$ cat src/rtl/dfst_ram.sv
// Generic single-port-write, single-port-read RAM with a registered read.
// Depends on nothing; used for the adjacency rows, vertex records and the stack.
module dfst_ram #(
  parameter int Width = 8,
  parameter int Depth = 64,
  parameter int AddrW = $clog2(Depth)
) (
  input  logic             clk_i,
  input  logic             we_i,
  input  logic [AddrW-1:0] waddr_i,
  input  logic [Width-1:0] wdata_i,
  input  logic             re_i,
  input  logic [AddrW-1:0] raddr_i,
  output logic [Width-1:0] rdata_o
);

  logic [Width-1:0] mem_q [Depth];
  logic [Width-1:0] rdata_q;

  always_ff @(posedge clk_i) begin
    if (we_i) begin
      mem_q[waddr_i] <= wdata_i;
    end
    if (re_i) begin
      rdata_q <= mem_q[raddr_i];
    end
  end

  assign rdata_o = rdata_q;

endmodule

$ cat config.mk
export PLATFORM = sky130hd
export DESIGN_NAME = dfst_ram
export DESIGN_NICKNAME = d
export VERILOG_FILES = /design/src/rtl/dfst_ram.sv
export SDC_FILE = /design/constraint.sdc
export NUM_CORES = 1
export LEC_CHECK = 0
export BUFFER_PORTS_ARGS = -buffer_cell sky130_fd_sc_hd__buf_2
export CORE_MARGIN = 5
export CORE_UTILIZATION = 51
export DETAILED_ROUTE_END_ITERATION = 12
export HOLD_SLACK_MARGIN = 0.12
export PLACE_DENSITY_LB_ADDON = 0.1
export SYNTH_ARGS = -nofsm -noshare
export SYNTH_HDL_FRONTEND = slang
export SYNTH_SLANG_ARGS = --single-unit
$ cat constraint.sdc
create_clock -name clk_i -period 2.2 [get_ports clk_i]
set_input_delay 0.11 -clock clk_i [delete_from_list [all_inputs] [get_ports clk_i]]
set_output_delay 0.11 -clock clk_i [all_outputs]
set_load 0.01 [all_outputs]
==> impl_metrics.toml <==
[die]
io_pins = 31
fp.dieArea_um2 = 43800
coreArea_um2 = 39500
die_y_um = 209
num_rows = 73
die_x_um = 209
start_util_pct = 51.2

[clocking]
cts_sinks = 520
cts_buffers = 52
clk_pin_slew_worst_paths_ns = 0.06
root_buffer = "clkbuf_16"
cts_tree = "done"
htreeDepth = 2
cts_buffer_depth = 3
clkLatencyLatePin_ns = 0.58

[placement]
gp_congestion = 0.878
portBuffers = 30
dp_hpwl_um = 30000
dp_slack_ns = -0.246

[critical_path]
crit_arrival_ns = 2.47
setup.worst_path.end_class = "flop"
r2r_cells = 4
cp_max_fo = 1
cp-start-kind = "flop"
required_ns = 2.52
path_class = "flop to flop"

[pwr]
seq_power_share_pct = 53.5
sw_frac_of_total_pct = 20.7
pwr_density_cell_nw_per_um2 = 868
ir_drop_mv = 0.783
p_sw_mw = 4.25
pwr-share-comb_pct = 5.5
internal_power_mw = 16.3
p_leak_nw = 7.72
clkPwrFrac_pct = 41.0
power_mw = 20.6

[global_routing]
antenna_found_initial = 0
grt_pass1_wl_um = 67800
grt_pass1_vias = 10187
grt_overflow_total = 0
grt_start_max_net_pins = 65
grt_use_total_pct = 21.1

[yosys]
synth.cell_area_um2 = 20200
synth_nets = 963
synthCells = 940
yosys.area.top_type_share_pct = 77.1
yosys_warnings = 0
synth-seq-cells = 520
synth.distinct_cells = 39
yosysTopAreaCell = "edfxtp_1"
avgSynthCellArea_um2 = 21.5
synth-seq-area-share_pct = 77.1
synth_area_leaders = "edfxtp_1 (77%), mux4_2 (14%), nor2_1 (1.5%), mux2i_1 (1.1%), mux2_2 (0.72%)"

[timing]
post-route-min-period_ns = 2.15
worst_pin_slew_ns = 0.642
slew_violations = 0
setup_viol = 0
period_share_pct = 97.6
skew_ns = 0.0116
fin_ws_ns = 0.0527
holdWs_ns = 0.164
fmax_ghz = 0.466
rsz0062_at_grt = "no"
slew_headroom_pct = 57.2
hold_viol = 0

[flow_run]
cap_violations = 0

[drt]
dr.pass1.iters = 7
viasPerCell = 5.86
drt-total-wl_um = 45600
ant_nets = 0
vias = 9914
drc = 0
wl_per_cell_um = 26.9
drtIter0Drc = 840

[cells_and_area]
areaGrowthSynthToFinish_pct = 17.2
final_common_cell = "edfxtp_1"
antennaDiodeCount = 0
fin_util_pct = 60.0
mostFrequentLayoutCells = "edfxtp_1 (520), mux4_2 (126), buf_4 (126)"
fin_nets = 1149
drive_above_1_share_pct = 32.8

[min_path]
hold_path_depth = 3
worstHoldPathType = "input pin to flop"

[status]
outcome = "completed"
synth_stat cells:
library cell,n
o41ai_1,2
nand4b_1,1
o311ai_1,1
o32ai_1,2
a21oi_1,3
a221oi_1,6
o21a_1,2
nor2b_1,14
o2bb2ai_1,3
buf_1,4
o221ai_1,8
o21ai_1,2
nand4_1,2
buf_12,2
a22oi_1,3
nor4_1,2
clkbuf_1,17
a2111oi_0,2
nand2b_1,7
mux2_2,13
nor2_1,83
nand2_1,19
mux4_2,126
nand3b_1,3
a211oi_1,4
buf_6,4
mux2i_1,23
and2_1,1
o21ai_0,2
buf_2,11
buf_4,13
or3_1,1
edfxtp_1,520
a31oi_1,1
o22ai_1,8
nor3_1,7
o221a_2,2
nand3_1,13
o2111ai_1,3
cells by family (layout without fill, tap and decap cells):
logic type / after synthesis / count (layout) / synth area share [%]
DFF: 520 / 520 / 77.1
muxes: 162 / 162 / 15.9
and+or+nand+nor: 153 / 153 / 3.37
AOI/OAI and AO/OA: 54 / 54 / 2.06
buffers and inverters: 51 / 278 / 1.56
cell type report:
type / count / area (um2)
Sequential cell: 520 / 15600
Clock buffer: 64 / 1370
Tap cell: 525 / 657
Clock inverter: 31 / 249
Multi-Input combinational cell: 369 / 4320
Timing Repair Buffer: 183 / 1520
Fill cell: 2839 / 15800
critical path, stage by stage, from the launching register on:
cell and delay (ns):
edfxtp_1 0.38, mux4_2 0.49, mux4_2 0.49, o21ai_0 0.44, nand2_1 0.09
repair_timing:
| action | CTS | global route |
|---|---|---|
| endpoints found under the setup margin | 0 | 2 |
| gates resized for setup | 0 | 2 |
| buffers inserted | 0 | 0 |
| endpoints found under the hold margin | 248 | 0 |
| hold buffers | 16 | 0 |
final timing paths:
| kind | slack, ns | from | to |
|---|---|---|---|
| hold / removal | 0.16 | we_i | mem_q[53][7] |
| hold reg to reg | 0.92 | mem_q[18][0] | rdata_o[0] |
| setup reg to reg | 0.05 | mem_q[54][7] | rdata_o[7] |
| setup / recovery | 0.05 | mem_q[54][7] | rdata_o[7] |
stage by stage:
step                      cells  TNS, ns  instance area (um2)
after global placement     1581    -1.03                21900
final                      1692        0                23700
after CTS                  1692        0                23700
after global routing       1692        0                23700
after detailed placement   1581   -0.993                21900
after floorplan             940        0                20200
flip-flops by register name (all words and copies together), names as in the netlist:
| signal | cells |
|---|---|
| mem_q | 512 |
| rdata_o | 8 |
power by group through the flow:
stage / logic [mW] / clock network, mW / registers [mW]
floorplan: 0.585 / 0 / 11.2
finish: 1.13 / 8.44 / 11.0
global placement: 1.11 / 0 / 11.2
CTS: 1.14 / 8.61 / 11.0
detailed placement: 1.12 / 0 / 11.2
global route: 1.21 / 9.03 / 11.0
per-layer routing:
layer	vias up	global-route usage, %	wire length (um)
met5	-	0	0
met3	68	3.63	3020
met2	320	32.6	21700
met1	5207	31.1	19500
met4	0	7.13	1390
li1	4319	-	-
Note: power is estimated with default switching activity, not from simulation.
