==> src/rtl/dfst_pkg.sv <==
// Package for the depth-first search timestamp block.
// Holds sizes, command and colour codes, the FSM state type and the per-vertex record.
// Depends on nothing; dfst_nbr_find, the top level and the checker refer to it by scoped names.
package dfst_pkg;

  localparam int MaxVertices = 64;
  localparam int VtxW        = $clog2(MaxVertices);
  localparam int CntW        = VtxW + 1;
  localparam int TimeW       = 8;
  localparam int OpW         = 2;

  typedef enum logic [OpW-1:0] {
    OpAddEdge = 2'd0,
    OpRun     = 2'd1,
    OpClear   = 2'd2
  } op_e;

  typedef enum logic [1:0] {
    ColWhite = 2'd0,
    ColGray  = 2'd1,
    ColBlack = 2'd2
  } colour_e;

  typedef enum logic [3:0] {
    StIdle,
    StEdgeWr,
    StRootRd,
    StRootChk,
    StRowLd,
    StStep,
    StNbrChk,
    StPush,
    StPopRd,
    StPopLd,
    StEmit
  } state_e;

  typedef struct packed {
    colour_e          colour;
    logic [CntW-1:0]  ptr;
    logic [TimeW-1:0] disc;
    logic [TimeW-1:0] fin;
  } info_t;

  typedef struct packed {
    logic            found;
    logic [VtxW-1:0] idx;
  } nbr_t;

  localparam int InfoW = $bits(info_t);

endpackage

==> src/rtl/dfst_nbr_find.sv <==
// Finds the lowest set bit of an adjacency row at or above a pointer and below a limit.
// Depends on dfst_pkg.
module dfst_nbr_find (
  input  logic [dfst_pkg::MaxVertices-1:0] row_i,
  input  logic [dfst_pkg::CntW-1:0]        ptr_i,
  input  logic [dfst_pkg::CntW-1:0]        limit_i,
  output dfst_pkg::nbr_t                   nbr_o
);

  always_comb begin
    nbr_o = '0;
    for (int b = dfst_pkg::MaxVertices - 1; b >= 0; b--) begin
      if (row_i[b] && (dfst_pkg::CntW'(b) >= ptr_i) && (dfst_pkg::CntW'(b) < limit_i)) begin
        nbr_o.found = 1'b1;
        nbr_o.idx   = dfst_pkg::VtxW'(b);
      end
    end
  end

endmodule

==> config.mk <==
export PLATFORM = sky130hd
export DESIGN_NAME = dfst_nbr_find
export DESIGN_NICKNAME = d
export VERILOG_FILES = /design/src/rtl/dfst_pkg.sv /design/src/rtl/dfst_nbr_find.sv
export SDC_FILE = /design/constraint.sdc
export NUM_CORES = 1
export LEC_CHECK = 0
export BUFFER_PORTS_ARGS = -buffer_cell sky130_fd_sc_hd__buf_2
export CAP_MARGIN = 20
export CORE_MARGIN = 10
export CORE_UTILIZATION = 40
export DETAILED_ROUTE_END_ITERATION = 8
export PLACE_DENSITY = 0.73
export SLEW_MARGIN = 20
export SYNTH_ARGS = -nofsm -noshare
export SYNTH_HDL_FRONTEND = slang
export SYNTH_SLANG_ARGS = --single-unit
==> constraint.sdc <==
create_clock -name vclk -period 3.7
set_clock_uncertainty 0.05 [all_clocks]
set_input_delay 0.555 -clock vclk [all_inputs]
set_output_delay 0.555 -clock vclk [all_outputs]
set_load 0.005 [all_outputs]
==> results of run 1 <==
-- per-layer routing --
metal  share of wire (%)  vias up  track usage, %
met5                   0        -               0
met4                 5.6        0           13.56
met3                  11       47           4.258
met2                  44      297           38.43
met1                  39     1878           30.82
li1                    -     1856               -
-- critical path: stages --
cell	delay [ns]
sky130_fd_sc_hd__buf_2	0.22
sky130_fd_sc_hd__or2_1	0.36
sky130_fd_sc_hd__a31oi_1	0.35
sky130_fd_sc_hd__and4_1	0.25
sky130_fd_sc_hd__o21ai_1	0.08
sky130_fd_sc_hd__a2111oi_2	0.48
sky130_fd_sc_hd__nand4_1	0.19
sky130_fd_sc_hd__a21boi_0	0.29
sky130_fd_sc_hd__o31ai_1	0.10
sky130_fd_sc_hd__buf_2	0.13
-- repair_timing --
action | CTS | global route
resized for setup | 0 | 10
hold buffers | 0 | 0
setup endpoints to repair | 0 | 6
endpoints found under the hold margin | 0 | 0
-- synth_stat cells (12+ instances only) --
cell and n:
sky130_fd_sc_hd__o21ai_0 28, sky130_fd_sc_hd__inv_1 12, sky130_fd_sc_hd__nor3_1 15, sky130_fd_sc_hd__nand3_1 17, sky130_fd_sc_hd__nand4_1 16, sky130_fd_sc_hd__buf_2 16, sky130_fd_sc_hd__nor2_1 23, sky130_fd_sc_hd__o2111ai_1 16
sky130_fd_sc_hd__a21oi_1 37, sky130_fd_sc_hd__o211ai_1 18, sky130_fd_sc_hd__clkbuf_1 18, sky130_fd_sc_hd__nand2_1 48
-- power groups by stage --
stage / Clock [mW] / Sequential, mW / Combinational, mW
2_1_floorplan: 0 / 0 / 0.255
3_3_place_gp: 0 / 0 / 0.420
3_5_place_dp: 0 / 0 / 0.422
4_1_cts: 0 / 0 / 0.424
5_1_grt: 0 / 0 / 0.475
6_report: 0 / 0 / 0.441
-- path summary, 6_finish.rpt --
| kind | from | endpoint | slack (ns) | cells after the start |
|---|---|---|---|---|
| setup / recovery | ptr_i[1] | nbr_o[0] | 0.08 | 10 |
| hold / removal | row_i[8] | nbr_o[0] | 1.60 | 5 |
-- area by class of cell --
class                      count  area (um2)  area share (%)
inverter                      13       48.80           1.521
multi-input combinational    371        2372           73.95
tap                           77       96.34           3.003
timing repair buffer         120       690.7           21.53
-- cells by family after synthesis --
family,share of synthesized area (%)
AOI/OAI and AO/OA,54.07
and+or+nand+nor,37.78
buffers and inverters,8.145
==> report_table.html, run 1 <==
<table>
<tr><th>Metric</th><th>Value</th></tr>
<tr><th colspan="2">Die</th></tr>
<tr><td>Width of the chip</td><td>around 100 um</td></tr>
<tr><td>Vertical die dimension</td><td>about 100 um</td></tr>
<tr><td>Std-Cell Rows</td><td>29</td></tr>
<tr><td>Top-level port count</td><td>85</td></tr>
<tr><td>Core area</td><td>around 0.0063 mm2</td></tr>
<tr><td>Effective utilization at floorplan</td><td>40.62%</td></tr>
<tr><td>Die ar.</td><td>about 0.010 mm2</td></tr>
<tr><th colspan="2">Cells and area</th></tr>
<tr><td>Count of flip-flops and latches</td><td>0</td></tr>
<tr><td>Storage element area</td><td>0 um2</td></tr>
<tr><td>Most frequent standard cell in the layout excluding fill and tap cells</td><td>sky130_fd_sc_hd__buf_2</td></tr>
<tr><td>Clock buffer count</td><td>0</td></tr>
<tr><td>Number of nets in the layout</td><td>584</td></tr>
<tr><td>Non-filler cells in the finished layout</td><td>581</td></tr>
<tr><td>Synth-to-layout area growth</td><td>25.81%</td></tr>
<tr><td>Most frequent cells in the layout</td><td>84 x sky130_fd_sc_hd__buf_2, 48 x sky130_fd_sc_hd__nand2_1, 36 x sky130_fd_sc_hd__a21oi_1, 35 x sky130_fd_sc_hd__buf_4, 28 x sky130_fd_sc_hd__o21ai_0</td></tr>
<tr><td>Final Instance Area</td><td>roughly 0.0032 mm2</td></tr>
<tr><td>Fill cell count</td><td>661</td></tr>
<tr><td>Share of the core filled with cells in the final layout</td><td>between 50% and 60%</td></tr>
<tr><td>N_diodes</td><td>0</td></tr>
<tr><td>Fraction of layout instances using a drive strength above 1</td><td>28.97%</td></tr>
<tr><th colspan="2">Place</th></tr>
<tr><td>Placed cells</td><td>581</td></tr>
<tr><td>Placed standard-cell area</td><td>0.003176 mm2</td></tr>
<tr><td>Worst slack after detailed placement</td><td>0.06369 ns</td></tr>
<tr><td>Buffers added on ports</td><td>85</td></tr>
<tr><td>Routability congestion estimate</td><td>between 1 and 1.5</td></tr>
<tr><td>Dpl hpwl</td><td>10800 um</td></tr>
<tr><th colspan="2">Timing</th></tr>
<tr><td>RSZ-0062 raised after global routing</td><td>yes</td></tr>
<tr><td>Post-route clock period utilization</td><td>97.94%</td></tr>
<tr><td>Peak Freq</td><td>around 280 MHz</td></tr>
<tr><td>Fin. max-slew vios</td><td>0</td></tr>
<tr><td>Summed negative setup slack over all endpoints</td><td>0 ns</td></tr>
<tr><td>Final-layout worst hold slack</td><td>1.595 ns</td></tr>
<tr><td>Slew of the pin with the lowest slew margin</td><td>approximately 0.55 ns</td></tr>
<tr><td>Setup-failing EPs final</td><td>0</td></tr>
<tr><td>Rel. slew slack</td><td>62.56%</td></tr>
<tr><td>Min cycle time layout</td><td>around 3.6 ns</td></tr>
<tr><td>Slack of the critical path</td><td>about 0.076 ns</td></tr>
<tr><td>Fin. Hold Viols</td><td>0</td></tr>
<tr><th colspan="2">Worst setup path</th></tr>
<tr><td>Critical Path Sink Type</td><td>output port</td></tr>
<tr><td>Largest fanout of any net on the critical path</td><td>20</td></tr>
<tr><td>Worst path required time</td><td>3.09 ns</td></tr>
<tr><td>Startpoint Class</td><td>input port</td></tr>
<tr><td>Type of the worst setup path</td><td>input port to output port</td></tr>
<tr><td>Data arrival, critical path</td><td>between 3 and 4 ns</td></tr>
<tr><th colspan="2">Detailed routing</th></tr>
<tr><td>Detailed-router iteration count before antenna repair</td><td>5</td></tr>
<tr><td>Total via count after detailed routing</td><td>4078</td></tr>
<tr><td>Average routed wire per standard cell</td><td>22.50 um</td></tr>
<tr><td>Post-DR vias/cell</td><td>7.019</td></tr>
<tr><td>Drt first-iter violations</td><td>568</td></tr>
<tr><td>Total wire length</td><td>13070 um</td></tr>
<tr><td>Number of nets with antenna violations after routing</td><td>0</td></tr>
<tr><td>DRC errors left</td><td>0</td></tr>
<tr><th colspan="2">Yosys</th></tr>
<tr><td>Post-synthesis cell type with the largest combined area</td><td>sky130_fd_sc_hd__a21oi_1</td></tr>
<tr><td>Post-synthesis cell count</td><td>419</td></tr>
<tr><td>Fraction of post-synthesis cell area in the top cell type by area</td><td>under 10%</td></tr>
<tr><td>Yosys warning total</td><td>0</td></tr>
<tr><td>Syn Std Cell Area</td><td>0.002550 mm2</td></tr>
<tr><td>Synthesized netlist net count</td><td>around 500</td></tr>
<tr><td>Share of synthesized area occupied by flip-flops and latches</td><td>0%</td></tr>
<tr><td>Top area cells in the synthesized netlist</td><td>sky130_fd_sc_hd__a21oi_1 7.3%, sky130_fd_sc_hd__nand2_1 7.1%, sky130_fd_sc_hd__o2111ai_1 5.5%, sky130_fd_sc_hd__o21ai_0 5.5%, sky130_fd_sc_hd__o211ai_1 5.3%</td></tr>
<tr><td>Syn_area_per_cell</td><td>6.086 um2</td></tr>
<tr><td>Distinct cells, synth</td><td>70</td></tr>
<tr><th colspan="2">Clock network</th></tr>
<tr><td>Number of buffers inserted to repair setup after CTS</td><td>0</td></tr>
<tr><th colspan="2">GRT</th></tr>
<tr><td>Initial antenna violation count</td><td>0</td></tr>
<tr><td>Pin count of the biggest net entering global routing</td><td>22</td></tr>
<tr><td>Leftover overflow at the end of global routing</td><td>0</td></tr>
<tr><td>All-layer global routing usage</td><td>between 20% and 30%</td></tr>
<tr><td>Via count of the first global-routing pass</td><td>around 3800</td></tr>
<tr><td>Global-route wire length before repair</td><td>roughly 20000 um</td></tr>
<tr><th colspan="2">Power and ir drop</th></tr>
<tr><td>Total internal power</td><td>about 180 uW</td></tr>
<tr><td>Leakage power</td><td>approximately 1.4 nW</td></tr>
<tr><td>Switching power total</td><td>263.9 uW</td></tr>
<tr><td>Overall power</td><td>441.3 uW</td></tr>
<tr><td>Maximum ir drop on the vdd rail</td><td>63.54 uV</td></tr>
<tr><td>Switch share</td><td>approximately three fifths</td></tr>
<tr><td>Power density of the placed cells</td><td>137.6 mW/mm2</td></tr>
<tr><td>Logic pwr share</td><td>100.0%</td></tr>
<tr><td>Seq pwr share</td><td>0%</td></tr>
<tr><td>Clock network fraction of total power</td><td>0%</td></tr>
<tr><th colspan="2">Job</th></tr>
<tr><td>Number of maximum-capacitance violations</td><td>0</td></tr>
<tr><th colspan="2">Hold path</th></tr>
<tr><td>Min-Delay Path Class</td><td>input port to output port</td></tr>
<tr><th colspan="2">Run status</th></tr>
<tr><td>Run status</td><td>completed</td></tr>
</table>
Note: power is estimated with default switching activity, not from simulation.
==> run 2: changes to the inputs <==
--- a/config.mk
+++ b/config.mk
@@ -10,7 +10,7 @@
 export CORE_MARGIN = 10
 export CORE_UTILIZATION = 40
 export DETAILED_ROUTE_END_ITERATION = 8
-export PLACE_DENSITY = 0.73
+export PLACE_DENSITY = 0.63
 export SLEW_MARGIN = 20
 export SYNTH_ARGS = -nofsm -noshare
 export SYNTH_HDL_FRONTEND = slang
==> run 2 against run 1 <==
Combinational power grew 3%; utilization up 1.8 points; count of clock-buffer cells in the layout unchanged; critical path depth grew 2; final cell count is 2.8% higher; global-route usage up 0.20 points; critical path type unchanged; maximum frequency up 1.6%.
==> report_table.html, run 2 (same netlist as run 1, synthesis figures left out) <==
<table>
<tr><th>Metric</th><th>Value</th></tr>
<tr><th colspan="2">Run status</th></tr>
<tr><td>Run status</td><td>completed (unchanged)</td></tr>
<tr><th colspan="2">Clock network</th></tr>
<tr><td>Number of buffers inserted to repair setup after CTS</td><td>0 (unchanged)</td></tr>
<tr><td>Hold-fix buffers, CTS</td><td>0 (unchanged)</td></tr>
<tr><td>Number of cells upsized or downsized after cts</td><td>0 (unchanged)</td></tr>
<tr><th colspan="2">Cells and area</th></tr>
<tr><td>Fraction of layout instances using a drive strength above 1</td><td>31.15% (was 28.97%)</td></tr>
<tr><td>Final Instance Area</td><td>0.003322 mm2 (was 0.003208 mm2)</td></tr>
<tr><td>N_diodes</td><td>0 (unchanged)</td></tr>
<tr><td>Most frequent standard cell in the layout excluding fill and tap cells</td><td>sky130_fd_sc_hd__buf_2 (unchanged)</td></tr>
<tr><td>Synth-to-layout area growth</td><td>30.27% (was 25.81%)</td></tr>
<tr><td>Fill cell count</td><td>695 (was 661)</td></tr>
<tr><td>Clock buffer count</td><td>0 (unchanged)</td></tr>
<tr><td>Storage element area</td><td>0 um2 (unchanged)</td></tr>
<tr><td>Number of nets in the layout</td><td>600 (was 584)</td></tr>
<tr><td>Count of flip-flops and latches</td><td>0 (unchanged)</td></tr>
<tr><td>Most frequent cells in the layout</td><td>85 x sky130_fd_sc_hd__buf_2, 51 x sky130_fd_sc_hd__buf_4, 48 x sky130_fd_sc_hd__nand2_1, 37 x sky130_fd_sc_hd__a21oi_1, 28 x sky130_fd_sc_hd__o21ai_0 (was 84 x sky130_fd_sc_hd__buf_2, 48 x sky130_fd_sc_hd__nand2_1, 36 x sky130_fd_sc_hd__a21oi_1, 35 x sky130_fd_sc_hd__buf_4, 28 x sky130_fd_sc_hd__o21ai_0)</td></tr>
<tr><td>Non-filler cells in the finished layout</td><td>597 (was 581)</td></tr>
<tr><th colspan="2">Timing</th></tr>
<tr><td>Slack of the critical path</td><td>0.1332 ns (was 0.07631 ns)</td></tr>
<tr><td>Final-layout worst hold slack</td><td>1.619 ns (was 1.595 ns)</td></tr>
<tr><td>RSZ-0062 raised after global routing</td><td>no (was yes)</td></tr>
<tr><td>Summed negative setup slack over all endpoints</td><td>0 ns (unchanged)</td></tr>
<tr><td>Fin. Hold Viols</td><td>0 (unchanged)</td></tr>
<tr><td>Rel. slew slack</td><td>57.68% (was 62.56%)</td></tr>
<tr><td>Post-route clock period utilization</td><td>96.40% (was 97.94%)</td></tr>
<tr><td>Min cycle time layout</td><td>3.567 ns (was 3.624 ns)</td></tr>
<tr><td>Setup-failing EPs final</td><td>0 (unchanged)</td></tr>
<tr><td>Peak Freq</td><td>280.4 MHz (was 276.0 MHz)</td></tr>
<tr><td>Slew of the pin with the lowest slew margin</td><td>0.6269 ns (was 0.5537 ns)</td></tr>
<tr><td>Fin. max-slew vios</td><td>0 (unchanged)</td></tr>
<tr><th colspan="2">Hold path</th></tr>
<tr><td>Min-Delay Path Class</td><td>input port to output port (unchanged)</td></tr>
<tr><th colspan="2">GRT</th></tr>
<tr><td>Leftover overflow at the end of global routing</td><td>0 (unchanged)</td></tr>
<tr><td>Initial antenna violation count</td><td>0 (unchanged)</td></tr>
<tr><td>All-layer global routing usage</td><td>24.65% (was 24.46%)</td></tr>
<tr><td>Via count of the first global-routing pass</td><td>3891 (was 3839)</td></tr>
<tr><td>Global-route wire length before repair</td><td>20220 um (was 20160 um)</td></tr>
<tr><td>Pin count of the biggest net entering global routing</td><td>23 (was 22)</td></tr>
<tr><th colspan="2">Detailed routing</th></tr>
<tr><td>Number of nets with antenna violations after routing</td><td>0 (unchanged)</td></tr>
<tr><td>Total wire length</td><td>13340 um (was 13070 um)</td></tr>
<tr><td>Detailed-router iteration count before antenna repair</td><td>6 (was 5)</td></tr>
<tr><td>Drt first-iter violations</td><td>501 (was 568)</td></tr>
<tr><td>Post-DR vias/cell</td><td>6.687 (was 7.019)</td></tr>
<tr><td>Average routed wire per standard cell</td><td>22.34 um (was 22.50 um)</td></tr>
<tr><td>Total via count after detailed routing</td><td>3992 (was 4078)</td></tr>
<tr><td>DRC errors left</td><td>0 (unchanged)</td></tr>
<tr><th colspan="2">Worst setup path</th></tr>
<tr><td>Largest incremental delay on the critical path</td><td>0.58 ns (was 0.48 ns)</td></tr>
<tr><td>Data arrival, critical path</td><td>2.96 ns (was 3.02 ns)</td></tr>
<tr><td>Critical Path Sink Type</td><td>output port (unchanged)</td></tr>
<tr><td>Worst path required time</td><td>3.09 ns (about the same)</td></tr>
<tr><td>Startpoint Class</td><td>input port (unchanged)</td></tr>
<tr><td>Critical Path, Cell by Cell</td><td>buf_2 -&gt; buf_4 -&gt; or4b_4 -&gt; o211ai_1 -&gt; a21oi_1 -&gt; a31oi_1 -&gt; o21ai_1 -&gt; buf_4 -&gt; nor4_1 -&gt; and2_1 -&gt; a21boi_0 -&gt; buf_2 (was buf_2 -&gt; or2_1 -&gt; a31oi_1 -&gt; and4_1 -&gt; o21ai_1 -&gt; a2111oi_2 -&gt; nand4_1 -&gt; a21boi_0 -&gt; o31ai_1 -&gt; buf_2)</td></tr>
<tr><td>Type of the worst setup path</td><td>input port to output port (unchanged)</td></tr>
<tr><td>Largest fanout of any net on the critical path</td><td>13 (was 20)</td></tr>
<tr><td>Library cell contributing the largest single delay on the critical path</td><td>sky130_fd_sc_hd__or4b_4 (was sky130_fd_sc_hd__a2111oi_2)</td></tr>
<tr><th colspan="2">Power and ir drop</th></tr>
<tr><td>Power density of the placed cells</td><td>137.1 mW/mm2 (was 137.6 mW/mm2)</td></tr>
<tr><td>Leakage power</td><td>1.427 nW (was 1.355 nW)</td></tr>
<tr><td>Maximum ir drop on the vdd rail</td><td>76.00 uV (was 63.54 uV)</td></tr>
<tr><th colspan="2">Die</th></tr>
<tr><td>Vertical die dimension</td><td>99.84 um (unchanged)</td></tr>
<tr><td>Std-Cell Rows</td><td>29 (unchanged)</td></tr>
<tr><td>Width of the chip</td><td>99.84 um (unchanged)</td></tr>
<tr><td>Top-level port count</td><td>85 (unchanged)</td></tr>
<tr><td>Core area</td><td>0.006277 mm2 (unchanged)</td></tr>
<tr><td>Effective utilization at floorplan</td><td>40.62% (unchanged)</td></tr>
<tr><td>Die ar.</td><td>0.009968 mm2 (unchanged)</td></tr>
<tr><th colspan="2">Place</th></tr>
<tr><td>Worst slack after detailed placement</td><td>0.1207 ns (was 0.06369 ns)</td></tr>
<tr><td>Buffers added on ports</td><td>85 (unchanged)</td></tr>
<tr><td>Routability congestion estimate</td><td>1.051 (was 1.071)</td></tr>
<tr><td>Placed standard-cell area</td><td>0.003296 mm2 (was 0.003176 mm2)</td></tr>
<tr><td>Placed cells</td><td>597 (was 581)</td></tr>
<tr><td>Dpl hpwl</td><td>11010 um (was 10800 um)</td></tr>
<tr><th colspan="2">Job</th></tr>
<tr><td>Number of maximum-capacitance violations</td><td>0 (unchanged)</td></tr>
</table>
## run 2: path summary, 6_finish.rpt
check,start,to,slack (ns),depth (start not counted)
setup / recovery,limit_i[6],nbr_o[1],0.13,12
hold / removal,row_i[20],nbr_o[0],1.62,5
## run 2: layout make-up
class / instances / area [um2] / area share, %
Inverter: 13 / 48.80 / 1.469
Timing Repair Buffer: 136 / 808.3 / 24.33
Multi-Input combinational cell: 371 / 2369 / 71.30
Tap cell: 77 / 96.34 / 2.900
## run 2: where the power goes
part / switching, mW / internal, mW / total (mW)
Combinational: 0.266 / 0.190 / 0.456
Clock: 0 / 0 / 0
Sequential: 0 / 0 / 0
Total: 0.266 / 0.190 / 0.456
## run 2: critical path: cells and delay by family
family / cells / cell delay (ns)
simple gates: 3 / 1.03
compound gates: 5 / 0.76
buf+inv: 4 / 0.62
## run 2: per-layer routing
layer / vias to the layer above / wire (um) / global-route usage [%]
met2: 240 / 5871 / 40.22
li1: 1885 / - / -
met4: 0 / 757 / 12.68
met5: - / 0 / 0
met1: 1818 / 5363 / 29.67
met3: 49 / 1342 / 5.288
## run 2: through the flow
stage | power [mW] | util [%]
after floorplan | 0.2546 | -
after global placement | 0.4371 | 52.50
after detailed placement | 0.4393 | 52.50
after CTS | 0.4424 | 52.50
after global routing | 0.4911 | 52.92
final | 0.4556 | 52.92
==> run 3: changes to the inputs <==
--- a/config.mk
+++ b/config.mk
@@ -10,7 +10,8 @@
 export CORE_MARGIN = 10
 export CORE_UTILIZATION = 40
 export DETAILED_ROUTE_END_ITERATION = 8
-export PLACE_DENSITY = 0.63
+export PLACE_DENSITY = 0.66
+export RECOVER_POWER = 100
 export SLEW_MARGIN = 20
 export SYNTH_ARGS = -nofsm -noshare
 export SYNTH_HDL_FRONTEND = slang
==> run 3 against run 2 <==
Maximum frequency decreased by 0.81%; final cell count shrank 3.4%; design area decreased by 4.0%; via count up 3.9%; largest cell class unchanged.
==> report_table.html, run 3 (same netlist as run 1, synthesis figures left out) <==
<table>
<tr><th>Metric</th><th>Value</th></tr>
<tr><th colspan="2">Worst setup path</th></tr>
<tr><td>Last element of the critical path</td><td>nbr_o[5] (was nbr_o[1])</td></tr>
<tr><td>Startpoint Class</td><td>input port (unchanged)</td></tr>
<tr><td>Worst setup path startpoint</td><td>limit_i[6] (unchanged)</td></tr>
<tr><td>Largest fanout of any net on the critical path</td><td>13 (unchanged)</td></tr>
<tr><td>Data arrival, critical path</td><td>2.99 ns (was 2.96 ns)</td></tr>
<tr><td>Critical Path Sink Type</td><td>output port (unchanged)</td></tr>
<tr><td>Worst path required time</td><td>3.09 ns (about the same)</td></tr>
<tr><td>Type of the worst setup path</td><td>input port to output port (unchanged)</td></tr>
<tr><th colspan="2">GRT</th></tr>
<tr><td>All-layer global routing usage</td><td>25.18% (was 24.65%)</td></tr>
<tr><td>Pin count of the biggest net entering global routing</td><td>21 (was 23)</td></tr>
<tr><td>Leftover overflow at the end of global routing</td><td>0 (unchanged)</td></tr>
<tr><td>Global-route wire length before repair</td><td>20780 um (was 20220 um)</td></tr>
<tr><td>Via count of the first global-routing pass</td><td>3983 (was 3891)</td></tr>
<tr><td>Initial antenna violation count</td><td>0 (unchanged)</td></tr>
<tr><th colspan="2">Timing</th></tr>
<tr><td>Fin. max-slew vios</td><td>0 (unchanged)</td></tr>
<tr><td>Rel. slew slack</td><td>53.26% (was 57.68%)</td></tr>
<tr><td>Fin. Hold Viols</td><td>0 (unchanged)</td></tr>
<tr><td>Peak Freq</td><td>278.1 MHz (was 280.4 MHz)</td></tr>
<tr><td>Setup-failing EPs final</td><td>0 (unchanged)</td></tr>
<tr><td>Post-route clock period utilization</td><td>97.19% (was 96.40%)</td></tr>
<tr><td>Summed negative setup slack over all endpoints</td><td>0 ns (unchanged)</td></tr>
<tr><td>Slew of the pin with the lowest slew margin</td><td>0.6913 ns (was 0.6269 ns)</td></tr>
<tr><td>RSZ-0062 raised after global routing</td><td>no (unchanged)</td></tr>
<tr><td>Min cycle time layout</td><td>3.596 ns (was 3.567 ns)</td></tr>
<tr><th colspan="2">Power and ir drop</th></tr>
<tr><td>Clock network fraction of total power</td><td>0% (about the same)</td></tr>
<tr><td>Leakage power</td><td>1.340 nW (was 1.427 nW)</td></tr>
<tr><td>Switching power total</td><td>269.2 uW (was 265.8 uW)</td></tr>
<tr><td>Total internal power</td><td>175.6 uW (was 189.8 uW)</td></tr>
<tr><td>Maximum ir drop on the vdd rail</td><td>81.83 uV (was 76.00 uV)</td></tr>
<tr><td>Power density of the placed cells</td><td>139.5 mW/mm2 (was 137.1 mW/mm2)</td></tr>
<tr><td>Seq pwr share</td><td>0% (about the same)</td></tr>
<tr><td>Switch share</td><td>60.52% (was 58.34%)</td></tr>
<tr><td>Logic pwr share</td><td>100.0% (about the same)</td></tr>
<tr><th colspan="2">Die</th></tr>
<tr><td>Die ar.</td><td>0.009968 mm2 (unchanged)</td></tr>
<tr><td>Vertical die dimension</td><td>99.84 um (unchanged)</td></tr>
<tr><td>Width of the chip</td><td>99.84 um (unchanged)</td></tr>
<tr><td>Top-level port count</td><td>85 (unchanged)</td></tr>
<tr><td>Effective utilization at floorplan</td><td>40.62% (unchanged)</td></tr>
<tr><td>Std-Cell Rows</td><td>29 (unchanged)</td></tr>
<tr><td>Core area</td><td>0.006277 mm2 (unchanged)</td></tr>
<tr><th colspan="2">Detailed routing</th></tr>
<tr><td>Total via count after detailed routing</td><td>4148 (was 3992)</td></tr>
<tr><td>Total wire length</td><td>13470 um (was 13340 um)</td></tr>
<tr><td>Number of nets with antenna violations after routing</td><td>0 (unchanged)</td></tr>
<tr><td>Post-DR vias/cell</td><td>7.189 (was 6.687)</td></tr>
<tr><td>DRC errors left</td><td>0 (unchanged)</td></tr>
<tr><td>Drt first-iter violations</td><td>625 (was 501)</td></tr>
<tr><td>Average routed wire per standard cell</td><td>23.34 um (was 22.34 um)</td></tr>
<tr><td>Detailed-router iteration count before antenna repair</td><td>5 (was 6)</td></tr>
<tr><th colspan="2">Cells and area</th></tr>
<tr><td>Most frequent standard cell in the layout excluding fill and tap cells</td><td>sky130_fd_sc_hd__buf_2 (unchanged)</td></tr>
<tr><td>N_diodes</td><td>0 (unchanged)</td></tr>
<tr><td>Count of flip-flops and latches</td><td>0 (unchanged)</td></tr>
<tr><td>Multi-input gate area</td><td>0.002385 mm2 (was 0.002369 mm2)</td></tr>
<tr><td>Fraction of layout instances using a drive strength above 1</td><td>28.40% (was 31.15%)</td></tr>
<tr><td>Fill cell count</td><td>671 (was 695)</td></tr>
<tr><td>Number of nets in the layout</td><td>580 (was 600)</td></tr>
<tr><td>Synth-to-layout area growth</td><td>25.07% (was 30.27%)</td></tr>
<tr><td>Share of the core filled with cells in the final layout</td><td>50.81% (was 52.92%)</td></tr>
<tr><td>Most frequent cells in the layout</td><td>83 x sky130_fd_sc_hd__buf_2, 48 x sky130_fd_sc_hd__nand2_1, 36 x sky130_fd_sc_hd__a21oi_1, 31 x sky130_fd_sc_hd__buf_4, 28 x sky130_fd_sc_hd__o21ai_0 (was 85 x sky130_fd_sc_hd__buf_2, 51 x sky130_fd_sc_hd__buf_4, 48 x sky130_fd_sc_hd__nand2_1, 37 x sky130_fd_sc_hd__a21oi_1, 28 x sky130_fd_sc_hd__o21ai_0)</td></tr>
<tr><td>Storage element area</td><td>0 um2 (unchanged)</td></tr>
<tr><td>Clock buffer count</td><td>0 (unchanged)</td></tr>
<tr><th colspan="2">Hold path</th></tr>
<tr><td>Min-Delay Path Class</td><td>input port to output port (unchanged)</td></tr>
<tr><td>Start point of the worst min-delay path</td><td>row_i[8] (was row_i[20])</td></tr>
<tr><th colspan="2">Place</th></tr>
<tr><td>Dpl hpwl</td><td>10940 um (was 11010 um)</td></tr>
<tr><td>Routability congestion estimate</td><td>1.026 (was 1.051)</td></tr>
<tr><td>Buffers added on ports</td><td>85 (unchanged)</td></tr>
<tr><th colspan="2">Clock network</th></tr>
<tr><td>Hold-fix buffers, CTS</td><td>0 (unchanged)</td></tr>
<tr><th colspan="2">Job</th></tr>
<tr><td>Number of maximum-capacitance violations</td><td>0 (unchanged)</td></tr>
<tr><th colspan="2">Run status</th></tr>
<tr><td>Run status</td><td>completed (unchanged)</td></tr>
</table>
==> run 3: cell type report <==
cell class,instances,share of cell area [%]
Timing Repair Buffer,116,20.67
Tap cell,77,3.021
Multi-Input combinational cell,371,74.77
Inverter,13,1.530
==> run 3: power by group through the flow <==
stage | Sequential [mW] | Combinational [mW] | Clock [mW]
6_report | 0 | 0.445 | 0
5_1_grt | 0 | 0.477 | 0
4_1_cts | 0 | 0.423 | 0
3_5_place_dp | 0 | 0.420 | 0
3_3_place_gp | 0 | 0.418 | 0
2_1_floorplan | 0 | 0.255 | 0
==> run 3: critical path: stages <==
cell and delay [ns]:
sky130_fd_sc_hd__buf_2 0.19, sky130_fd_sc_hd__or3_4 0.49, sky130_fd_sc_hd__o2111ai_1 0.31, sky130_fd_sc_hd__and2_0 0.28, sky130_fd_sc_hd__nor2b_1 0.27, sky130_fd_sc_hd__inv_1 0.08
sky130_fd_sc_hd__or3_1 0.45, sky130_fd_sc_hd__nor3_1 0.20, sky130_fd_sc_hd__clkbuf_1 0.15
==> run 3: how the worst min path moves through the flow <==
| stage | end | slack (ns) | depth (start not counted) |
|---|---|---|---|
| floorplan | nbr_o[0] | 1.32 | 4 |
| global placement | nbr_o[0] | 1.64 | 5 |
| detailed placement | nbr_o[0] | 1.63 | 5 |
| CTS | nbr_o[0] | 1.63 | 5 |
| global route | nbr_o[0] | 1.67 | 5 |
| finish | nbr_o[0] | 1.65 | 5 |
==> run 3: metal layers <==
metal	global-route usage, %	vias up	part of all wire (%)
li1	-	1846	-
met1	31.22	1916	38
met2	39.97	321	45
met3	4.808	65	11
met4	13.78	0	6.1
met5	0	-	0
==> run 3: repair_timing <==
| action | in CTS | in global routing |
|---|---|---|
| resized for setup | 0 | 12 |
| buffers inserted | 0 | 0 |
| setup endpoints to repair | 0 | 7 |
==> run 3: metrics by stage <==
stage	total power [mW]	area (um2)	std cells	hold slack [ns]	setup WS [ns]
floorplan	0.2546	2550	419	1.323	0.6489
global placement	0.4183	3146	577	1.640	0.1637
detailed placement	0.4199	3146	577	1.633	0.1149
CTS	0.4227	3146	577	1.634	0.1073
global route	0.4770	3189	577	1.671	0.001237
finish	0.4448	3189	577	1.651	0.1040
